## src/rtl/crb_pkg.sv

```systemverilog
`default_nettype none
// ----------------------------------------------------------------------------
// crb_pkg: shared types for the chunk reorder buffer
// Item layouts, result status codes and the job passed from front to back.
// ----------------------------------------------------------------------------
package crb_pkg;

  localparam int unsigned CHUNK_W = 6;
  localparam int unsigned TOTAL_W = 7;
  localparam int unsigned DATA_W  = 64;
  localparam int unsigned SLOTS_W = 64;

  typedef enum logic [1:0] {
    ST_RELEASED = 2'd0,
    ST_HELD     = 2'd1,
    ST_RANGE    = 2'd2,
    ST_DUP      = 2'd3
  } crb_status_e;

  typedef enum logic [1:0] {
    JOB_REJECT  = 2'd0,
    JOB_HOLD    = 2'd1,
    JOB_RELEASE = 2'd2
  } crb_kind_e;

  typedef struct packed {
    logic [CHUNK_W-1:0] chunk_number;
    logic [DATA_W-1:0]  payload;
  } crb_chunk_t;

  typedef struct packed {
    crb_status_e        status;
    logic [CHUNK_W-1:0] out_chunk_number;
    logic [DATA_W-1:0]  out_payload;
    logic               transfer_done;
    logic               last;
  } crb_result_t;

  // One classified item on its way from the front to the back.
  typedef struct packed {
    crb_kind_e          kind;
    crb_status_e        status;
    logic               clear;
    logic [TOTAL_W-1:0] total;
    logic [CHUNK_W-1:0] chunk_number;
    logic [DATA_W-1:0]  payload;
  } crb_job_t;

  // Sequence state the back reports to the front.
  typedef struct packed {
    logic               retire;
    logic [TOTAL_W-1:0] next_expected;
    logic [SLOTS_W-1:0] slot_valid;
  } crb_state_t;

endpackage
`default_nettype wire

```

## src/rtl/crb_queue.sv

```systemverilog
`default_nettype none
// ----------------------------------------------------------------------------
// crb_queue: two-entry job queue
// Decouples the intake from the release engine.
// ----------------------------------------------------------------------------
module crb_queue
  import crb_pkg::*;
(
  input  wire logic     clk_i,
  input  wire logic     rst_ni,
  input  wire crb_job_t push_data_i,
  input  wire logic     push_i,
  output logic          push_ready_o,
  output crb_job_t      pop_data_o,
  output logic          pop_valid_o,
  input  wire logic     pop_i
);

  crb_job_t   entry_q [2];
  logic       wr_ptr_q, wr_ptr_d;
  logic       rd_ptr_q, rd_ptr_d;
  logic [1:0] count_q, count_d;
  logic       do_push;
  logic       do_pop;

  assign push_ready_o = (count_q != 2'd2);
  assign pop_valid_o  = (count_q != 2'd0);
  assign pop_data_o   = entry_q[rd_ptr_q];
  assign do_push      = push_i && push_ready_o;
  assign do_pop       = pop_i && pop_valid_o;

  always_comb begin
    wr_ptr_d = do_push ? !wr_ptr_q : wr_ptr_q;
    rd_ptr_d = do_pop ? !rd_ptr_q : rd_ptr_q;
    count_d  = count_q;
    if (do_push && !do_pop) begin
      count_d = count_q + 2'd1;
    end else if (do_pop && !do_push) begin
      count_d = count_q - 2'd1;
    end
  end

  always_ff @(posedge clk_i) begin
    if (do_push) begin
      entry_q[wr_ptr_q] <= push_data_i;
    end
  end

  always_ff @(posedge clk_i or negedge rst_ni) begin
    if (!rst_ni) begin
      wr_ptr_q <= 1'b0;
      rd_ptr_q <= 1'b0;
      count_q  <= 2'd0;
    end else begin
      wr_ptr_q <= wr_ptr_d;
      rd_ptr_q <= rd_ptr_d;
      count_q  <= count_d;
    end
  end

endmodule
`default_nettype wire

```

## config.mk

```make
export PLATFORM = sky130hd
export DESIGN_NAME = crb_queue
export DESIGN_NICKNAME = d
export VERILOG_FILES = /design/src/rtl/crb_pkg.sv /design/src/rtl/crb_queue.sv
export SDC_FILE = /design/constraint.sdc
export NUM_CORES = 1
export LEC_CHECK = 0
export ABC_AREA = 1
export ABC_CLOCK_PERIOD_IN_PS = 5200
export BUFFER_PORTS_ARGS = -buffer_cell sky130_fd_sc_hd__buf_2
export CORE_MARGIN = 2
export CORE_UTILIZATION = 52
export CTS_CLUSTER_SIZE = 25
export DETAILED_ROUTE_END_ITERATION = 16
export GPL_TIMING_DRIVEN = 0
export HOLD_SLACK_MARGIN = 0.08
export PLACE_DENSITY = 0.79
export SYNTH_ARGS = -nofsm -noshare
export SYNTH_HDL_FRONTEND = slang
export SYNTH_SLANG_ARGS = --single-unit
export TNS_END_PERCENT = 30
```

## constraint.sdc

```tcl
create_clock -name clk_i -period 5.2 [get_ports clk_i]
set_input_delay 1.3 -clock clk_i [delete_from_list [all_inputs] [get_ports clk_i]]
set_output_delay 1.3 -clock clk_i [all_outputs]
set_load 0.05 [all_outputs]
```

==> summary.txt, run 1 <==
Status
  • Status: finished, final reports clean

Floorplanning
  • Row cnt: 40
  • Area of the core region: 11860 um^2
  • # IOs: 170
  • Vertical die dimension: 113.6 um
  • Die area: 12910 um^2
  • Die width: 113.6 um
  • Starting density of the core: 52.68%

Setup path
  • Critical Path Most Common Cell: sky130_fd_sc_hd__nand2_1
  • Delay of the slowest critical-path stage: 0.40 ns
  • Family with the most delay on the worst path: buffers and inverters
  • Number of cells on the critical path: 6
  • Ordered list of cells on the worst path: inv_2 > buf_4 > buf_6 > nand2_1 > nand2_1 > buf_2
  • Bufs and invs on worst path: 4
  • Highest net fanout along the worst path: 10
  • Worst Reg-to-Reg Cells: 6
  • CP startpoint: rd_ptr_q$_DFFE_PN0P_
  • Worst path slowest cell: sky130_fd_sc_hd__dfrtp_1
  • Startpoint of the worst-slack reg-to-reg timing path: count_q[0]$_DFFE_PN0P_
  • Critical path data required time: 3.90 ns
  • Element type at the critical path end: output port
  • Setup slack of the worst register-to-register path: 3.17 ns
  • Crit path arrival time: 1.70 ns
  • Type of element launching the critical path: register
  • Crit path kind: register to output port
  • R2R Path End: entry_q[0][2]$_DFFE_PP_
  • Crit path capture: pop_data_o[13]

STA
  • Setup violation total in the final timing report: 0
  • Portion of the clock cycle consumed by the worst path in the final layout: 57.76%
  • Worst-Margin Slew: 0.6000 ns
  • Max-Slew Margin vs Limit: 59.91%
  • Final max-slew violation count: 0
  • Final worst hold slack: 0.5124 ns
  • Setup repair after global routing missed its margin: false
  • Maximum clock rate: 0.3329 GHz
  • Largest clock skew in the final design: 0.003130 ns
  • Total negative setup slack: 0 ns
  • Minimum period implied by the final worst setup slack: 3.004 ns
  • Total count of hold-check failures in the final report: 0
  • Final worst setup slack: 2.196 ns

Clocking
  • Post-CTS Resized: 0
  • Number of CTS-inserted buffers: 17
  • TritonCTS clock tree: built
  • CTS root buf: sky130_fd_sc_hd__clkbuf_16
  • Number of buffers added for setup after CTS: 0
  • Worst-path clk slew: 0.06 ns
  • Clock sinks: 168
  • Source-to-sink clock delay at the later pin of the worst-skew pair: 0.42 ns
  • Max H-tree Level: 4
  • CTS Buffer Depth: 2
  • Number of hold buffers added after cts: 0

Route
  • Number of detailed-routing iterations run before antenna repair: 5
  • Routed length per placed instance: 15.47 um
  • Average via count per standard cell: 4.895
  • Final antenna-violating net count: 0
  • Initial DRC count: 227
  • Via Count: 3965
  • Final Routed Wirelength: 12.53 mm
  • Remaining routing DRC violations: 0

Final layout
  • FILL cells: 868
  • Sequential standard cell area: 5025 um^2
  • Nets: 738
  • Fin cells: 810
  • Layout overhead on the synthesized area: 28.01%
  • Fraction of final layout cells sized beyond drive strength 1: 33.33%
  • Number of antenna cells inserted: 0
  • Area of the multi-input gates: 1030 um^2

Global routing
  • Gr usage total: 19.68%
  • Antenna violations before repair: 0
  • Maximum number of pins on one net before global-route repair: 28
  • Total gr overflow: 0
  • Via count of the first global-routing pass: 3884
  • Wire length of the first global-routing pass: 18.84 mm

Synth
  • Cell count after synthesis: 457
  • Synth warnings: 0
  • Average footprint of a synthesized cell: 13.67 um^2
  • Netlist area before placement: 6248 um^2
  • Unique masters post-synth: 14
  • Part of the Yosys area used for sequential elements: 80.42%
  • Syn_nets: 544
  • Flop and latch count out of synthesis: 168

Placed design
  • Setup Slack @ Placement: 2.371 ns
  • Routability congestion estimate: 0.7095
  • HPWL after detailed placement: 8.427 mm
  • Number of buffers added on ports: 169
  • Number of cells after detailed placement: 779

Worst hold path
  • Hold Path Class: register to register

Run
  • Max cap viols: 0
==> registers in the layout (all words and copies together), names as in the netlist <==
| name | cells |
|---|---|
| entry_q | 164 |
| count_q | 2 |
| wr_ptr_q | 1 |
| rd_ptr_q | 1 |
==> cells in the final DEF (no fill, tap or decap), types with 2 or more instances in the layout <==
cell,netlist,final
sky130_fd_sc_hd__nand2_1,256,256
sky130_fd_sc_hd__buf_2,2,171
sky130_fd_sc_hd__edfxtp_1,164,164
sky130_fd_sc_hd__clkbuf_16,0,17
sky130_fd_sc_hd__buf_6,14,14
sky130_fd_sc_hd__inv_1,6,6
sky130_fd_sc_hd__clkbuf_1,0,5
sky130_fd_sc_hd__dfrtp_1,4,4
sky130_fd_sc_hd__buf_12,0,4
sky130_fd_sc_hd__bufinv_16,0,3
sky130_fd_sc_hd__clkinvlp_4,0,3
sky130_fd_sc_hd__buf_4,2,2
sky130_fd_sc_hd__nor2_4,0,2
sky130_fd_sc_hd__nand3_1,2,2
sky130_fd_sc_hd__clkinv_2,0,2
sky130_fd_sc_hd__buf_16,0,2
==> cell type report <==
cell class / count / area share (%)
flip-flops and latches: 168 / 62.82
multi-input cells: 264 / 12.87
repair buffers: 175 / 12.26
clock buffers: 22 / 5.553
well taps: 147 / 2.299
plain buffers: 18 / 2.284
clock inverters: 9 / 1.580
inverters: 7 / 0.3285
==> worst reg2reg max path: cells and delay by family, from the launching register on <==
family | cells | cell delay, ns
and+or+nand+nor | 3 | 0.81
buffers and inverters | 3 | 0.52
DFF | 1 | 0.39
==> metal layers <==
layer  GRT usage, %  up-vias  part of all wire [%]
li1               -     1928                     -
met1          22.10     1889                    39
met2          34.85      137                    53
met3          6.589       11                   6.8
met4          7.561        0                   1.3
met5              0        -                     0
==> cell usage after synthesis <==
master | number | share of area (%)
sky130_fd_sc_hd__buf_2 | 2 | 0.16
sky130_fd_sc_hd__buf_4 | 2 | 0.24
sky130_fd_sc_hd__buf_6 | 14 | 2.5
sky130_fd_sc_hd__dfrtp_1 | 4 | 1.6
sky130_fd_sc_hd__edfxtp_1 | 164 | 79
sky130_fd_sc_hd__ha_1 | 1 | 0.20
sky130_fd_sc_hd__inv_1 | 6 | 0.36
sky130_fd_sc_hd__inv_2 | 1 | 0.060
sky130_fd_sc_hd__nand2_1 | 256 | 15
sky130_fd_sc_hd__nand3_1 | 2 | 0.16
sky130_fd_sc_hd__nand4_1 | 1 | 0.10
sky130_fd_sc_hd__nor2_1 | 2 | 0.12
sky130_fd_sc_hd__xnor2_1 | 1 | 0.14
sky130_fd_sc_hd__xor2_1 | 1 | 0.14
==> through the flow <==
stage | utilization (%) | cell area [um^2]
after floorplan | - | 6248
after global placement | 61.36 | 7278
after detailed placement | 62.63 | 7428
after CTS | 67.44 | 7999
after global routing | 67.44 | 7999
final | 67.44 | 7999
==> cell families (layout without fill, tap and decap cells) <==
| group | Yosys count | in the layout | synth area share [%] |
|---|---|---|---|
| xor gates and xnor gates | 2 | 2 | 0.2804 |
| DFF | 168 | 168 | 80.42 |
| adders and majority gates | 1 | 1 | 0.2002 |
| buffers and inverters | 25 | 231 | 3.344 |
| and+or+nand+nor | 261 | 261 | 15.76 |
==> worst min-delay path by stage <==
stage               slack (ns)  cells after the start                    from                     end
floorplan                 0.46                      2  count_q[1]$_DFFE_PN0P_  count_q[1]$_DFFE_PN0P_
global placement          0.48                      2  count_q[1]$_DFFE_PN0P_  count_q[1]$_DFFE_PN0P_
detailed placement        0.50                      1  count_q[0]$_DFFE_PN0P_  count_q[0]$_DFFE_PN0P_
CTS                       0.51                      1  count_q[0]$_DFFE_PN0P_  count_q[0]$_DFFE_PN0P_
global route              0.55                      1  count_q[0]$_DFFE_PN0P_  count_q[0]$_DFFE_PN0P_
finish                    0.51                      1  count_q[0]$_DFFE_PN0P_  count_q[0]$_DFFE_PN0P_
Power of run 1 is not shown: default switching activity piles up to over one toggle a cycle in this logic, so the estimate is an artifact.
==> run 2, diff against run 1 <==
--- a/config.mk
+++ b/config.mk
@@ -6,7 +6,7 @@
 export NUM_CORES = 1
 export LEC_CHECK = 0
 export ABC_AREA = 1
-export ABC_CLOCK_PERIOD_IN_PS = 5200
+export ABC_CLOCK_PERIOD_IN_PS = 2800
 export BUFFER_PORTS_ARGS = -buffer_cell sky130_fd_sc_hd__buf_2
 export CORE_MARGIN = 2
 export CORE_UTILIZATION = 52
==> constraint.sdc (replaced) <==
create_clock -name clk_i -period 2.8 [get_ports clk_i]
set_input_delay 0.7 -clock clk_i [delete_from_list [all_inputs] [get_ports clk_i]]
set_output_delay 0.7 -clock clk_i [all_outputs]
set_load 0.05 [all_outputs]
==> run 2 against run 1 <==
  * Flip-flop and latch count stayed put
  * Wire length shrank 3.4%
  * Clock-buffer cell count decreased by 2
  * Clock skew rose by 0.0018 ns
  * Utilization rose by 0.37 points
  * Worst setup slack worse by 1.8 ns
  * Final area increased by 0.55%
  * Cell count rose by 0.25%
  * Die area is the same
  * Critical path type unchanged
==> summary.txt, run 2 (synthesis results as in run 1) <==
Setup path
  • Worst path slowest cell: sky130_fd_sc_hd__dfrtp_1
  • Startpoint of the worst-slack reg-to-reg timing path: count_q[0]$_DFFE_PN0P_
  • Critical path data required time: 2.10 ns (-1.80 ns)
  • Delay of the slowest critical-path stage: 0.39 ns (about the same)
  • Number of cells on the critical path: 6 (unchanged)
  • Crit path kind: register to output port
  • Crit path arrival time: 1.67 ns (-0.03 ns)
  • Worst Reg-to-Reg Cells: 6 (unchanged)
  • R2R Path End: entry_q[1][16]$_DFFE_PP_
  • Critical Path Most Common Cell: sky130_fd_sc_hd__nand2_1
  • Type of element launching the critical path: register
  • Family with the most delay on the worst path: buffers and inverters
  • Setup slack of the worst register-to-register path: 0.74 ns (-2.43 ns)
  • Bufs and invs on worst path: 4 (unchanged)
  • Highest net fanout along the worst path: 10 (unchanged)
  • Element type at the critical path end: output port
  • Ordered list of cells on the worst path: inv_2 > buf_4 > buf_6 > nand2_1 > nand2_1 > buf_2

Final layout
  • Nets: 739 (+0.14%)
  • Area of the multi-input gates: 1030 um^2 (unchanged)
  • Largest reg by FF count: entry_q
  • FILL cells: 835 (-3.8%)
  • Layout overhead on the synthesized area: 28.71%
  • Fraction of final layout cells sized beyond drive strength 1: 33.53% (+0.20 points)
  • Fin cells: 812 (+0.25%)
  • Sequential standard cell area: 5025 um^2 (unchanged)
  • Commonest cells after routing, fill and taps aside: 256 x sky130_fd_sc_hd__nand2_1, 171 x sky130_fd_sc_hd__buf_2, 164 x sky130_fd_sc_hd__edfxtp_1, 17 x sky130_fd_sc_hd__clkbuf_16, 14 x sky130_fd_sc_hd__buf_6
  • Number of antenna cells inserted: 0 (unchanged)
  • Most frequent standard cell in the layout excluding fill and tap cells: sky130_fd_sc_hd__nand2_1
  • Leading registers by flop count: entry_q: 164 flops, count_q: 2 flops
  • Flip-flop count of the largest register, all copies and words added: 164 (unchanged)

STA
  • Portion of the clock cycle consumed by the worst path in the final layout: 84.48%
  • Setup violation total in the final timing report: 0 (unchanged)
  • Maximum clock rate: 0.4227 GHz
  • Final worst hold slack: 0.4642 ns (-0.04823 ns)
  • Final max-slew violation count: 0 (unchanged)
  • Minimum period implied by the final worst setup slack: 2.365 ns
  • Setup repair after global routing missed its margin: false
  • Total count of hold-check failures in the final report: 0 (unchanged)
  • Max-Slew Margin vs Limit: 62.61% (+2.7 points)
  • Worst-Margin Slew: 0.5595 ns (-0.04042 ns)
  • Largest clock skew in the final design: 0.004885 ns (+0.001755 ns)

Global routing
  • Maximum number of pins on one net before global-route repair: 26 (-7.1%)
  • Via count of the first global-routing pass: 3903 (+0.49%)
  • Antenna violations before repair: 0 (unchanged)
  • Total gr overflow: 0 (unchanged)
  • Wire length of the first global-routing pass: 18.65 mm (-1.0%)
  • Gr usage total: 19.24% (-0.43 points)

Route
  • Initial DRC count: 281 (+24%)
  • Final Routed Wirelength: 12.11 mm (-3.4%)
  • Remaining routing DRC violations: 0 (unchanged)
  • Via Count: 3906 (-1.5%)
  • Final antenna-violating net count: 0 (unchanged)
  • Average via count per standard cell: 4.810 (-1.7%)
  • Routed length per placed instance: 14.92 um (-3.6%)
  • Number of detailed-routing iterations run before antenna repair: 4 (-1)

Clocking
  • Source-to-sink clock delay at the later pin of the worst-skew pair: 0.42 ns (about the same)
  • Post-CTS Resized: 0 (unchanged)
  • CTS root buf: sky130_fd_sc_hd__clkbuf_16
  • Clock sinks: 168 (unchanged)
  • Number of CTS-inserted buffers: 17 (unchanged)
  • Max H-tree Level: 4 (unchanged)
  • CTS Buffer Depth: 2 (unchanged)
  • Worst-path clk slew: 0.06 ns (about the same)
  • TritonCTS clock tree: built

Status
  • Status: finished, final reports clean

Placed design
  • HPWL after detailed placement: 8.278 mm (-1.8%)
  • Number of cells after detailed placement: 779 (unchanged)
  • Number of buffers added on ports: 169 (unchanged)
  • Routability congestion estimate: 0.7126 (+0.44%)

Floorplanning
  • # IOs: 170 (unchanged)
  • Die width: 113.6 um (unchanged)
  • Row cnt: 40 (unchanged)
  • Die area: 12910 um^2 (unchanged)
  • Area of the core region: 11860 um^2 (unchanged)
  • Vertical die dimension: 113.6 um (unchanged)
  • Starting density of the core: 52.68% (unchanged)

Run
  • Max cap viols: 0 (unchanged)

Worst hold path
  • Terminating pin of the worst hold path: entry_q[0][23]$_DFFE_PP_
  • Critical hold path startpoint: push_data_i[23]
  • Worst Hold Depth: 1 (unchanged)
  • Hold Path Class: input pin to register
[run 2: cell count changes in the layout (fill, tap and decap cells not counted), sizes merged]
cell,delta
clkbuf,-2
dlygate4sd3,+1
clkinv,+1
clkinvlp,+2
[run 2: worst max-delay path by stage]
stage	startpoint	endpoint	slack [ns]
6_report	rd_ptr_q$_DFFE_PN0P_	pop_data_o[5]	0.43
3_3_place_gp	push_i	entry_q[0][3]$_DFFE_PP_	-1.78
3_5_place_dp	push_i	entry_q[1][7]$_DFFE_PP_	0.55
4_1_cts	rd_ptr_q$_DFFE_PN0P_	pop_data_o[69]	0.41
5_1_grt	rd_ptr_q$_DFFE_PN0P_	pop_data_o[51]	0.36
2_1_floorplan	count_q[0]$_DFFE_PN0P_	entry_q[0][0]$_DFFE_PP_	-0.81
[run 2: metal layers]
layer | track usage [%] | vias up | routed length [um]
li1 | - | 1935 | -
met1 | 22.25 | 1809 | 4747
met2 | 33.29 | 143 | 6208
met3 | 5.845 | 19 | 923
met4 | 8.537 | 0 | 233
met5 | 0 | - | 0
[run 2: worst register-to-register path, stage by stage, from the launching register on]
cell and delay, ns:
sky130_fd_sc_hd__dfrtp_1 0.40, sky130_fd_sc_hd__inv_1 0.10, sky130_fd_sc_hd__nand2_1 0.10, sky130_fd_sc_hd__nand2_1 0.18, sky130_fd_sc_hd__nor2_4 0.49, sky130_fd_sc_hd__buf_12 0.27, sky130_fd_sc_hd__buf_16 0.21
[run 2: timing repair]
item | CTS | global route
hold endpoints to repair | 4 | 0
hold buffers | 1 | 0
buffers inserted | 0 | 0
[run 2: area by class of cell]
cell class              count  area share, %
clock inverters            12          1.898
multi-input cells         264          12.80
inverters                   7         0.3267
well taps                 147          2.287
plain buffers              18          2.271
repair buffers            176          12.51
flip-flops and latches    168          62.48
clock buffers              20          5.429
[run 2: metrics by stage]
step	util, %	setup WS [ns]	cell area [um^2]	setup TNS, ns
3_3_place_gp	61.40	-1.782	7283	-291.08
6_report	67.81	0.4345	8043	0
4_1_cts	67.81	0.4097	8043	0
2_1_floorplan	-	-0.8060	6254	-132.18
5_1_grt	67.81	0.3559	8043	0
3_5_place_dp	62.75	0.5525	7443	0
Power of run 2 is left out for the same reason.
